[config.mk]
export PLATFORM = sky130hd
export DESIGN_NAME = fen_to_hex_encoder
export DESIGN_NICKNAME = d
export VERILOG_FILES = /design/src/rtl/fth_pkg.sv /design/src/rtl/fen_to_hex_encoder.sv /design/src/rtl/fth_enc.sv /design/src/rtl/fth_out.sv
export VERILOG_INCLUDE_DIRS = /design/src /design/src/rtl
export SDC_FILE = /design/constraint.sdc
export NUM_CORES = 1
export LEC_CHECK = 0
export BUFFER_PORTS_ARGS = -buffer_cell sky130_fd_sc_hd__buf_2
export CAP_MARGIN = 40
export CORE_UTILIZATION = 37
export DETAILED_ROUTE_END_ITERATION = 12
export SLEW_MARGIN = 20
export SYNTH_ARGS = -nofsm -noshare
export SYNTH_HDL_FRONTEND = slang
export SYNTH_SLANG_ARGS = --single-unit
[constraint.sdc]
create_clock -name clk -period 8.96 [get_ports clk]
set_clock_uncertainty 0.1 [all_clocks]
set_input_delay 0.896 -clock clk [delete_from_list [all_inputs] [get_ports clk]]
set_output_delay 0.896 -clock clk [all_outputs]
set_load 0.01 [all_outputs]
[src/rtl/fen_to_hex_encoder_defines.svh]
// assertion macros for the position-string encoder modules, used by fth_out
// needs clk and rst_n in the module that uses them
`ifndef FEN_TO_HEX_ENCODER_DEFINES_SVH
`define FEN_TO_HEX_ENCODER_DEFINES_SVH

`ifndef NO_ASSERTIONS
`define FTH_ASSERT(lbl, prop) \
  lbl: assert property (@(posedge clk) disable iff (!rst_n) prop) \
    else $error("fth assertion failed");
`define FTH_ASSERT_RST(lbl, prop) \
  lbl: assert property (@(posedge clk) prop) \
    else $error("fth reset assertion failed");
`else
`define FTH_ASSERT(lbl, prop)
`define FTH_ASSERT_RST(lbl, prop)
`endif

`endif

[src/rtl/fth_pkg.sv]
// package for the position-string encoder: phase codes, characters, symbol tables
// used by fth_enc, fth_out and fen_to_hex_encoder
package fth_pkg;

  localparam logic [1:0] PH_BOARD = 2'd0;
  localparam logic [1:0] PH_SIDE  = 2'd1;
  localparam logic [1:0] PH_SKIP  = 2'd2;
  localparam logic [1:0] PH_EXTRA = 2'd3;

  localparam logic [7:0] CH_SPACE = 8'h20;
  localparam logic [7:0] CH_SLASH = 8'h2F;
  localparam logic [7:0] CH_0     = 8'h30;
  localparam logic [7:0] CH_1     = 8'h31;
  localparam logic [7:0] CH_4     = 8'h34;
  localparam logic [7:0] CH_8     = 8'h38;
  localparam logic [7:0] CH_LB    = 8'h62;
  localparam logic [7:0] CH_LE    = 8'h65;
  localparam logic [7:0] DIGIT_OFS = 8'd4;
  localparam logic [7:0] CASE_OFS  = 8'd32;

  localparam int GRP_DEPTH = 4;

  typedef struct packed {
    logic [GRP_DEPTH-1:0][7:0] sym;
    logic [2:0]                cnt;
    logic                      last;
  } grp_t;

  function automatic logic [7:0] board_code(input logic [7:0] c);
    logic [7:0] r;
    case (c)
      8'h31:   r = 8'h30;
      8'h32:   r = 8'h31;
      8'h33:   r = 8'h32;
      8'h70:   r = 8'h33;
      8'h6E:   r = 8'h34;
      8'h62:   r = 8'h35;
      8'h72:   r = 8'h36;
      8'h71:   r = 8'h37;
      8'h6B:   r = 8'h39;
      8'h50:   r = 8'h61;
      8'h4E:   r = 8'h62;
      8'h42:   r = 8'h63;
      8'h52:   r = 8'h64;
      8'h51:   r = 8'h65;
      8'h4B:   r = 8'h66;
      default: r = 8'h38;
    endcase
    return r;
  endfunction

  function automatic logic [7:0] extra_code(input logic [7:0] c);
    logic [7:0] r;
    if (c >= 8'h61 && c <= 8'h68) begin
      r = c - 8'h30;
    end else if (c >= 8'h42 && c <= 8'h47) begin
      r = 8'h65;
    end else begin
      case (c)
        8'h2D:   r = 8'h30;
        8'h4B:   r = 8'h61;
        8'h51:   r = 8'h62;
        8'h6B:   r = 8'h63;
        8'h71:   r = 8'h64;
        8'h20:   r = 8'h39;
        default: r = c;
      endcase
    end
    return r;
  endfunction

endpackage

[src/rtl/fen_to_hex_encoder.sv]
// top level of the position-string to hex-code encoder
// depends on fth_pkg, fth_enc and fth_out
//
//   port group | dir | payload           | handshake
//   in_        | in  | in_char, in_last  | in_valid / in_stall
//   out_       | out | out_char, out_last| out_valid / out_stall
//
// characters pass through the input register, encoding on the way into the group buffer
// each character yields 0..4 symbols, one leaves per cycle through the output register while out_stall is low
// a character is taken every cycle while its group has at most one symbol and out_stall is low
// rst_n is synchronous and clears the phase, held symbol and all valid flags
// out_stall backs up into the group buffer and then into in_stall
module fen_to_hex_encoder import fth_pkg::*; (
  input  logic       clk,
  input  logic       rst_n,
  input  logic       in_valid,
  output logic       in_stall,
  input  logic [7:0] in_char,
  input  logic       in_last,
  output logic       out_valid,
  input  logic       out_stall,
  output logic [7:0] out_char,
  output logic       out_last
);

  logic       a_valid_r;
  logic [7:0] a_char_r;
  logic       a_last_r;
  logic       grp_ready;
  logic       a_take;
  logic       in_take;
  grp_t       grp;

  assign a_take   = a_valid_r && grp_ready;
  assign in_stall = a_valid_r && !grp_ready;
  assign in_take  = in_valid && !in_stall;

  always_ff @(posedge clk) begin
    if (!rst_n) begin
      a_valid_r <= 1'b0;
    end else if (in_take) begin
      a_valid_r <= 1'b1;
    end else if (a_take) begin
      a_valid_r <= 1'b0;
    end
  end

  always_ff @(posedge clk) begin
    if (in_take) begin
      a_char_r <= in_char;
      a_last_r <= in_last;
    end
  end

  fth_enc u_enc (
    .clk    (clk),
    .rst_n  (rst_n),
    .take_i (a_take),
    .char_i (a_char_r),
    .last_i (a_last_r),
    .grp_o  (grp)
  );

  fth_out u_out (
    .clk         (clk),
    .rst_n       (rst_n),
    .grp_valid_i (a_take),
    .grp_i       (grp),
    .grp_ready_o (grp_ready),
    .out_valid   (out_valid),
    .out_stall   (out_stall),
    .out_char    (out_char),
    .out_last    (out_last)
  );

endmodule

[src/rtl/fth_enc.sv]
// encoder core: phase, held symbol and parity state, builds one symbol group per character
// depends on fth_pkg
module fth_enc import fth_pkg::*; (
  input  logic       clk,
  input  logic       rst_n,
  input  logic       take_i,
  input  logic [7:0] char_i,
  input  logic       last_i,
  output grp_t       grp_o
);

  logic [1:0] phase_r, phase_nxt;
  logic [7:0] held_r;
  logic       held_valid_r;
  logic       odd_r;

  logic [7:0] sym0, sym1;
  logic [1:0] ncnt;
  logic [GRP_DEPTH-1:0][7:0] sbuf;
  logic [2:0] n;
  logic [2:0] n_dec;
  logic       odd;

  always_comb begin
    sym0 = '0;
    sym1 = '0;
    ncnt = 2'd0;
    phase_nxt = phase_r;
    case (phase_r)
      PH_BOARD: begin
        if (char_i == CH_SPACE) begin
          phase_nxt = PH_SIDE;
          if (last_i) begin
            sym0 = CH_0;
            ncnt = 2'd1;
          end
        end else if (char_i != CH_SLASH) begin
          sym0 = board_code(char_i);
          ncnt = 2'd1;
          if (char_i >= CH_4 && char_i <= CH_8) begin
            sym1 = char_i - DIGIT_OFS;
            ncnt = 2'd2;
          end
        end
      end
      PH_SIDE: begin
        sym0 = (char_i == CH_LB) ? CH_1 : CH_0;
        ncnt = 2'd1;
        phase_nxt = PH_SKIP;
      end
      PH_SKIP: begin
        phase_nxt = PH_EXTRA;
      end
      default: begin
        sym0 = extra_code(char_i);
        ncnt = 2'd1;
        if (sym0 == CH_LE) begin
          sym1 = extra_code(char_i + CASE_OFS);
          ncnt = 2'd2;
        end
      end
    endcase
  end

  always_comb begin
    sbuf = '0;
    n = 3'd0;
    if (held_valid_r) begin
      sbuf[0] = held_r;
      n = 3'd1;
    end
    if (ncnt != 2'd0) begin
      sbuf[n[1:0]] = sym0;
      n = n + 3'd1;
    end
    if (ncnt == 2'd2) begin
      sbuf[n[1:0]] = sym1;
      n = n + 3'd1;
    end
    odd = odd_r ^ ncnt[0];
    n_dec = n - 3'd1;
    grp_o.last = last_i;
    if (last_i) begin
      if (odd && n != 3'd0) begin
        if (sbuf[n_dec[1:0]] == CH_0) begin
          n = n_dec;
        end else begin
          sbuf[n[1:0]] = CH_0;
          n = n + 3'd1;
        end
      end
      grp_o.cnt = n;
    end else begin
      grp_o.cnt = (n != 3'd0) ? n_dec : 3'd0;
    end
    grp_o.sym = sbuf;
  end

  always_ff @(posedge clk) begin
    if (!rst_n) begin
      phase_r      <= PH_BOARD;
      held_r       <= '0;
      held_valid_r <= 1'b0;
      odd_r        <= 1'b0;
    end else if (take_i) begin
      if (last_i) begin
        phase_r      <= PH_BOARD;
        held_r       <= '0;
        held_valid_r <= 1'b0;
        odd_r        <= 1'b0;
      end else begin
        phase_r <= phase_nxt;
        odd_r   <= odd;
        if (n != 3'd0) begin
          held_r       <= sbuf[n_dec[1:0]];
          held_valid_r <= 1'b1;
        end
      end
    end
  end

endmodule

[src/rtl/fth_out.sv]
// result drain: holds one symbol group and moves it out one symbol per transfer
// depends on fth_pkg and the assertion macro header
`include "fen_to_hex_encoder_defines.svh"

module fth_out import fth_pkg::*; (
  input  logic       clk,
  input  logic       rst_n,
  input  logic       grp_valid_i,
  input  grp_t       grp_i,
  output logic       grp_ready_o,
  output logic       out_valid,
  input  logic       out_stall,
  output logic [7:0] out_char,
  output logic       out_last
);

  logic [GRP_DEPTH-1:0][7:0] sym_r;
  logic [2:0] rem_r;
  logic       last_r;
  logic       out_valid_r;
  logic [7:0] out_char_r;
  logic       out_last_r;
  logic       ld, pop;

  assign ld  = !out_valid_r || !out_stall;
  assign pop = ld && (rem_r != 3'd0);
  assign grp_ready_o = (rem_r == 3'd0) || (rem_r == 3'd1 && pop);

  always_ff @(posedge clk) begin
    if (!rst_n) begin
      rem_r       <= 3'd0;
      last_r      <= 1'b0;
      out_valid_r <= 1'b0;
    end else begin
      if (grp_valid_i && grp_ready_o) begin
        rem_r  <= grp_i.cnt;
        last_r <= grp_i.last;
      end else if (pop) begin
        rem_r <= rem_r - 3'd1;
      end
      if (pop) begin
        out_valid_r <= 1'b1;
      end else if (ld) begin
        out_valid_r <= 1'b0;
      end
    end
  end

  always_ff @(posedge clk) begin
    if (grp_valid_i && grp_ready_o) begin
      sym_r <= grp_i.sym;
    end else if (pop) begin
      sym_r <= {8'd0, sym_r[GRP_DEPTH-1:1]};
    end
    if (pop) begin
      out_char_r <= sym_r[0];
      out_last_r <= last_r && (rem_r == 3'd1);
    end
  end

  assign out_valid = out_valid_r;
  assign out_char  = out_char_r;
  assign out_last  = out_last_r;

  `FTH_ASSERT(a_rem_range, rem_r <= 3'd4)
  `FTH_ASSERT(a_grp_taken, grp_valid_i |-> grp_ready_o)
  `FTH_ASSERT_RST(a_rst_clears, !rst_n |=> !out_valid_r)

endmodule
==> flow_metrics.env, run 1 <==
export IMPL_hold_path_class="register to register"
export IMPL_path_max_fanout=17
export IMPL_synth_top_family_by_area="compound AO/OA/AOI/OAI gates"
export IMPL_tns_ns=0
export IMPL_die_h_um=126
export IMPL_drc=0
export IMPL_antenna_found_initial=0
export IMPL_ir_drop_mv=0.0875
export IMPL_postCtsHoldBufs=0
export IMPL_core_um2=14800
export IMPL_track_usage_pct=21.4
export IMPL_cts_sinks=68
export IMPL_drt_iter0_drc=576
export IMPL_rows=44
export IMPL_timing_hold_ws_ns=0.316
export IMPL_syn_to_final_growth_pct=9.64
export IMPL_grt_setup_unrepaired="false"
export IMPL_yosys_area_top_type="edfxtp_1"
export IMPL_avgRoutedWirePerCell_um=19.8
export IMPL_placed_area_um2=5930
export IMPL_cts_tree="done"
export IMPL_num_vias=5324
export IMPL_async_reset_ff_share_pct=0
export IMPL_post_cts_resized=0
export IMPL_clock_latency_ns=0.36
export IMPL_fin_crit_ns=6.66
export IMPL_final_hold_violation_count=0
export IMPL_max_slew_margin_pct=42.2
export IMPL_route_antenna_remaining_nets=0
export IMPL_synth_flop_cell="edfxtp_1"
export IMPL_synth_xor_area_share_pct=2.20
export IMPL_clock_path_buffers=2
export IMPL_syn_avg_cell_area_um2=8.73
export IMPL_required_ns=8.94
export IMPL_max_freq_mhz=150
export IMPL_initial_core_util_pct=38.6
export IMPL_h_tree_depth=3
export IMPL_synth_fa_ha_area_share_pct=6.15
export IMPL_drive_gt1_share_pct=11.4
export IMPL_arrival_ns=6.64
export IMPL_multi_input_area_um2=3550
export IMPL_yosysMostFrequentCell="nand2_1"
export IMPL_grt_max_degree=40
export IMPL_finalWeightedCongestion=0.945
export IMPL_cts_setup_buffers=0
export IMPL_io_buffers=23
export IMPL_nNetsFinal=695
export IMPL_synth_warnings=0
export IMPL_leakage_uw=0.00226
export IMPL_synth_edff_count=50
export IMPL_setup_slack_ns=2.30
export IMPL_grt_pass1_wl_um=26700
export IMPL_synthTopCellsByCount="nand2_1 (59), edfxtp_1 (50), nor2_1 (50)"
export IMPL_reg2reg_depth=17
export IMPL_slew_violations=0
export IMPL_end_kind="register"
export IMPL_io_pins=24
export IMPL_synth_cells=653
export IMPL_finalSetupViolCount=0
export IMPL_syn_area_um2=5700
export IMPL_cts_root_buf="clkbuf_16"
export IMPL_fin_crit_sh_pct=74.3
export IMPL_die_w_um=126
export IMPL_tightest_slew_ns=0.861
export IMPL_power_density_nw_per_um2=247
export IMPL_synth_area_leaders="edfxtp_1 (26%), dfxtp_1 (6.3%), ha_1 (6.1%)"
export IMPL_yosysTopAreaCellShare_pct=26.3
export IMPL_path_clk_slew_ns=0.06
export IMPL_synth_seq_area_share_pct=32.7
export IMPL_design_area_um2=6250
export IMPL_synth_seq_cells=68
export IMPL_via_per_inst=6.32
export IMPL_dieArea_um2=15900
export IMPL_synthMuxAreaShare_pct=1.45
export IMPL_overflow=0
export IMPL_synth_simple_area_share_pct=23.0
export IMPL_hold_depth=0
export IMPL_syn_nets=694
export IMPL_layout_area_seq_um2=1860
export IMPL_dpl_worst_slack_ns=2.53
export IMPL_synth_distinct_cells=93
export IMPL_filler_cell_count=1435
export IMPL_synth_compound_area_share_pct=29.5
export IMPL_diodes=0
export IMPL_drv_cap=0
export IMPL_startpoint_type="register"
export IMPL_post_dp_hpwl_um=12300
export IMPL_first_pass_iters=7
export IMPL_grt_pass1_vias=5014
export IMPL_status="finished clean"
export IMPL_cts_buffers=9
export IMPL_wl_um=16700
export IMPL_critical_path_class="register to register"
-- final cells by class --
cell class              instances  area share (%)
multi-input cells             517            56.7
flip-flops and latches         68            29.8
well taps                     184            3.68
clock buffers                   9            3.60
repair buffers                 32            3.16
inverters                      26            1.56
clock inverters                 7            1.44
-- per-layer routing --
layer / GRT usage (%) / vias to the layer above / wire, µm
li1: - / 2511 / -
met1: 27.9 / 2530 / 7430
met2: 34.3 / 236 / 7630
met3: 3.48 / 47 / 1090
met4: 11.1 / 0 / 559
met5: 0 / - / 0
-- critical path: stages, from the launching register on --
cell and delay [ns]:
edfxtp_1 0.56, inv_1 0.27, ha_1 0.50, or3b_1 0.42
a21boi_1 0.19, or2_1 0.50, nand2b_1 0.20, o221a_4 0.32
a22o_1 0.36, o21ai_0 0.48, inv_1 0.16, ha_1 0.55
clkinv_1 0.35, o2111ai_1 0.32, nand3_1 0.22, nor3_1 0.44
or3_1 0.32, o21ai_0 0.14
-- report_power, final --
part           switching (µW)  leakage (µW)  internal (µW)
Clock                     150      0.000153            243
Sequential               52.4      0.000645            516
Combinational             381       0.00147            204
Total                     583       0.00226            963
-- cell usage in the layout (no fill, tap or decap), types with 9 or more instances in the layout --
cell type and n:
a21oi_1 47, a22o_1 14, and2_1 9, and3_1 10, buf_2 23, clkbuf_16 9
dfxtp_1 18, edfxtp_1 50, ha_1 28, inv_1 25, nand2_1 59, nand2b_1 16
nand3_1 23, nor2_1 50, nor2b_1 9, nor3_1 14, o211ai_1 10, o21ai_0 40
-- state kept, by name, indices dropped and copies added, names as in the netlist --
signal / count
u_enc.phase_r: 2
u_out.sym_r: 32
a_last_r: 1
u_enc.odd_r: 1
u_enc.held_r: 8
u_out.out_valid: 1
a_char_r: 8
a_valid_r: 1
u_out.out_char: 8
u_out.out_last: 1
u_enc.held_valid_r: 1
u_out.last_r: 1
u_out.rem_r: 3
-- worst paths after layout --
kind,startpoint,endpoint,slack [ns]
max,a_char_r[3],u_out.sym_r[22],2.30
max reg2reg,a_char_r[3],u_out.sym_r[22],2.30
min,u_out.sym_r[7],u_out.out_char[7],0.32
min reg2reg,u_out.sym_r[7],u_out.out_char[7],0.32
-- through the flow --
step	power [µW]	cells	util, %
after floorplan	987	653	-
after global placement	1150	824	40.0
after detailed placement	1160	827	40.2
after CTS	1550	843	42.4
after global routing	1640	843	42.4
final	1550	843	42.4
-- kinds of logic (layout without fill, tap and decap cells) --
family,Yosys count,count (layout)
xor+xnor,10,10
buf+inv,68,74
mux,8,8
compound gates,226,226
simple gates,245,245
fa+ha+maj,28,28
flops,68,68
(Power assumes the default switching activity.)
==> run 2, diff against run 1 <==
clock period = 5.75 ns   (was 8.96 ns; I/O delays follow)
==> flow_metrics.env, run 2 (same netlist as run 1, synthesis figures left out) <==
export IMPL_path_max_fanout=13
export IMPL_via_per_inst=6.32
export IMPL_io_pins=24
export IMPL_die_w_um=126
export IMPL_leakage_uw=0.00236
export IMPL_placed_area_um2=6070
export IMPL_ir_drop_mv=0.166
export IMPL_drc=0
export IMPL_tightest_slew_ns=0.647
export IMPL_h_tree_depth=3
export IMPL_first_pass_iters=5
export IMPL_dieArea_um2=15900
export IMPL_cts_root_buf="clkbuf_16"
export IMPL_top_register="u_out.sym_r"
export IMPL_max_slew_margin_pct=56.7
export IMPL_drv_cap=0
export IMPL_largest_reg_flops=32
export IMPL_drt_iter0_drc=682
export IMPL_cts_buffers=9
export IMPL_initial_core_util_pct=38.6
export IMPL_cts_tree="done"
export IMPL_end_kind="register"
export IMPL_max_freq_mhz=186
export IMPL_finalWeightedCongestion=0.985
export IMPL_io_buffers=23
export IMPL_core_um2=14800
export IMPL_required_ns=5.89
export IMPL_final_common_cell="nand2_1"
export IMPL_clock_latency_ns=0.36
export IMPL_rows=44
export IMPL_drive_gt1_share_pct=14.6
export IMPL_filler_cell_count=1445
export IMPL_grt_max_degree=40
export IMPL_tns_ns=0
export IMPL_design_area_um2=6410
export IMPL_overflow=0
export IMPL_grt_pass1_vias=5193
export IMPL_post_dp_hpwl_um=12900
export IMPL_dpl_worst_slack_ns=0.224
export IMPL_hold_path_class="input port to register"
export IMPL_startpoint_type="register"
export IMPL_grt_setup_unrepaired="false"
export IMPL_antenna_found_initial=0
export IMPL_route_antenna_remaining_nets=0
export IMPL_power_density_nw_per_um2=384
export IMPL_clock_path_buffers=2
export IMPL_num_vias=5452
export IMPL_placedCellCount=847
export IMPL_setup_slack_ns=0.387
export IMPL_diodes=0
export IMPL_status="finished clean"
export IMPL_wl_um=17400
export IMPL_critical_path_class="register to register"
export IMPL_slew_violations=0
export IMPL_arrival_ns=5.50
export IMPL_track_usage_pct=22.5
export IMPL_fin_crit_ns=5.36
export IMPL_power_uw=2460
export IMPL_final_cell_count_no_fill=863
export IMPL_die_h_um=126
export IMPL_most_common_layout_cells="nand2_1 (59), nor2_1 (50), edfxtp_1 (50)"
export IMPL_cts_sinks=68
export IMPL_finalSetupViolCount=0
export IMPL_grt_pass1_wl_um=27900
export IMPL_postCtsHoldBufs=0
export IMPL_syn_to_final_growth_pct=12.4
export IMPL_fin_crit_sh_pct=93.3
export IMPL_nNetsFinal=715
export IMPL_final_hold_violation_count=0
export IMPL_path_clk_slew_ns=0.07
export IMPL_avgRoutedWirePerCell_um=20.2
## run 2: changes by cell type in the layout (fill, tap and decap cells not counted), sizes merged
cell,delta
buf,+20
clkinv,+1
clkinvlp,-1
## run 2: metrics by stage
step | hold slack (ns) | util (%)
CTS | 0.282 | 43.3
finish | 0.287 | 43.4
floorplan | 0.300 | -
detailed placement | 0.305 | 41.1
global placement | 0.302 | 41.1
global route | 0.284 | 43.4
## run 2: power breakdown
group	total (µW)	leakage, µW	switching [µW]	internal, µW
combinational	963	0.00156	621	343
sequential	877	0.000645	73.1	804
clock	623	0.000158	240	382
total	2460	0.00236	934	1530
## run 2: worst max-delay path: stages, from the launching register on
cell	delay [ns]
edfxtp_1	0.38
inv_1	0.23
ha_2	0.45
a21oi_1	0.11
o32a_1	0.50
o21a_1	0.26
o2111a_1	0.34
a22o_2	0.39
o21ai_0	0.43
inv_1	0.16
ha_1	0.33
clkinv_1	0.08
buf_4	0.17
a211oi_2	0.38
nor3_1	0.16
o32ai_4	0.37
nand2b_1	0.09
a311oi_1	0.31
## run 2: cell type report
class                      count  area [µm²]  share of cell area (%)
multi-input combinational    517        3560                    55.6
clock buffer                   9         225                    3.52
timing repair buffer          52         333                    5.20
tap                          184         230                    3.59
sequential                    68        1860                    29.1
inverter                      26        97.6                    1.52
clock inverter                 7        98.8                    1.54
## run 2: final timing paths
check	startpoint	endpoint	slack [ns]	cells past startpoint
worst max-delay path	a_char_r[3]	u_enc.held_r[1]	0.39	17
worst min-delay path	in_char[5]	a_char_r[5]	0.29	1
worst max register to register	a_char_r[3]	u_enc.held_r[1]	0.39	17
worst min register to register	u_out.sym_r[0]	u_out.out_char[0]	0.32	0
## run 2: metal layers
metal / track usage, % / part of all wire [%] / routed length, µm / up-vias
met2: 35.6 / 45 / 7800 / 283
met3: 4.72 / 8.5 / 1490 / 41
met4: 8.58 / 2.6 / 447 / 0
met5: 0 / 0 / 0 / -
met1: 30.0 / 44 / 7670 / 2579
li1: - / - / - / 2549
## run 2: what timing repair did
item | in CTS | in global routing
resized for setup | 0 | 4
endpoints found under the setup margin | 0 | 31
buffers inserted | 0 | 0
endpoints found under the hold margin | 0 | 0
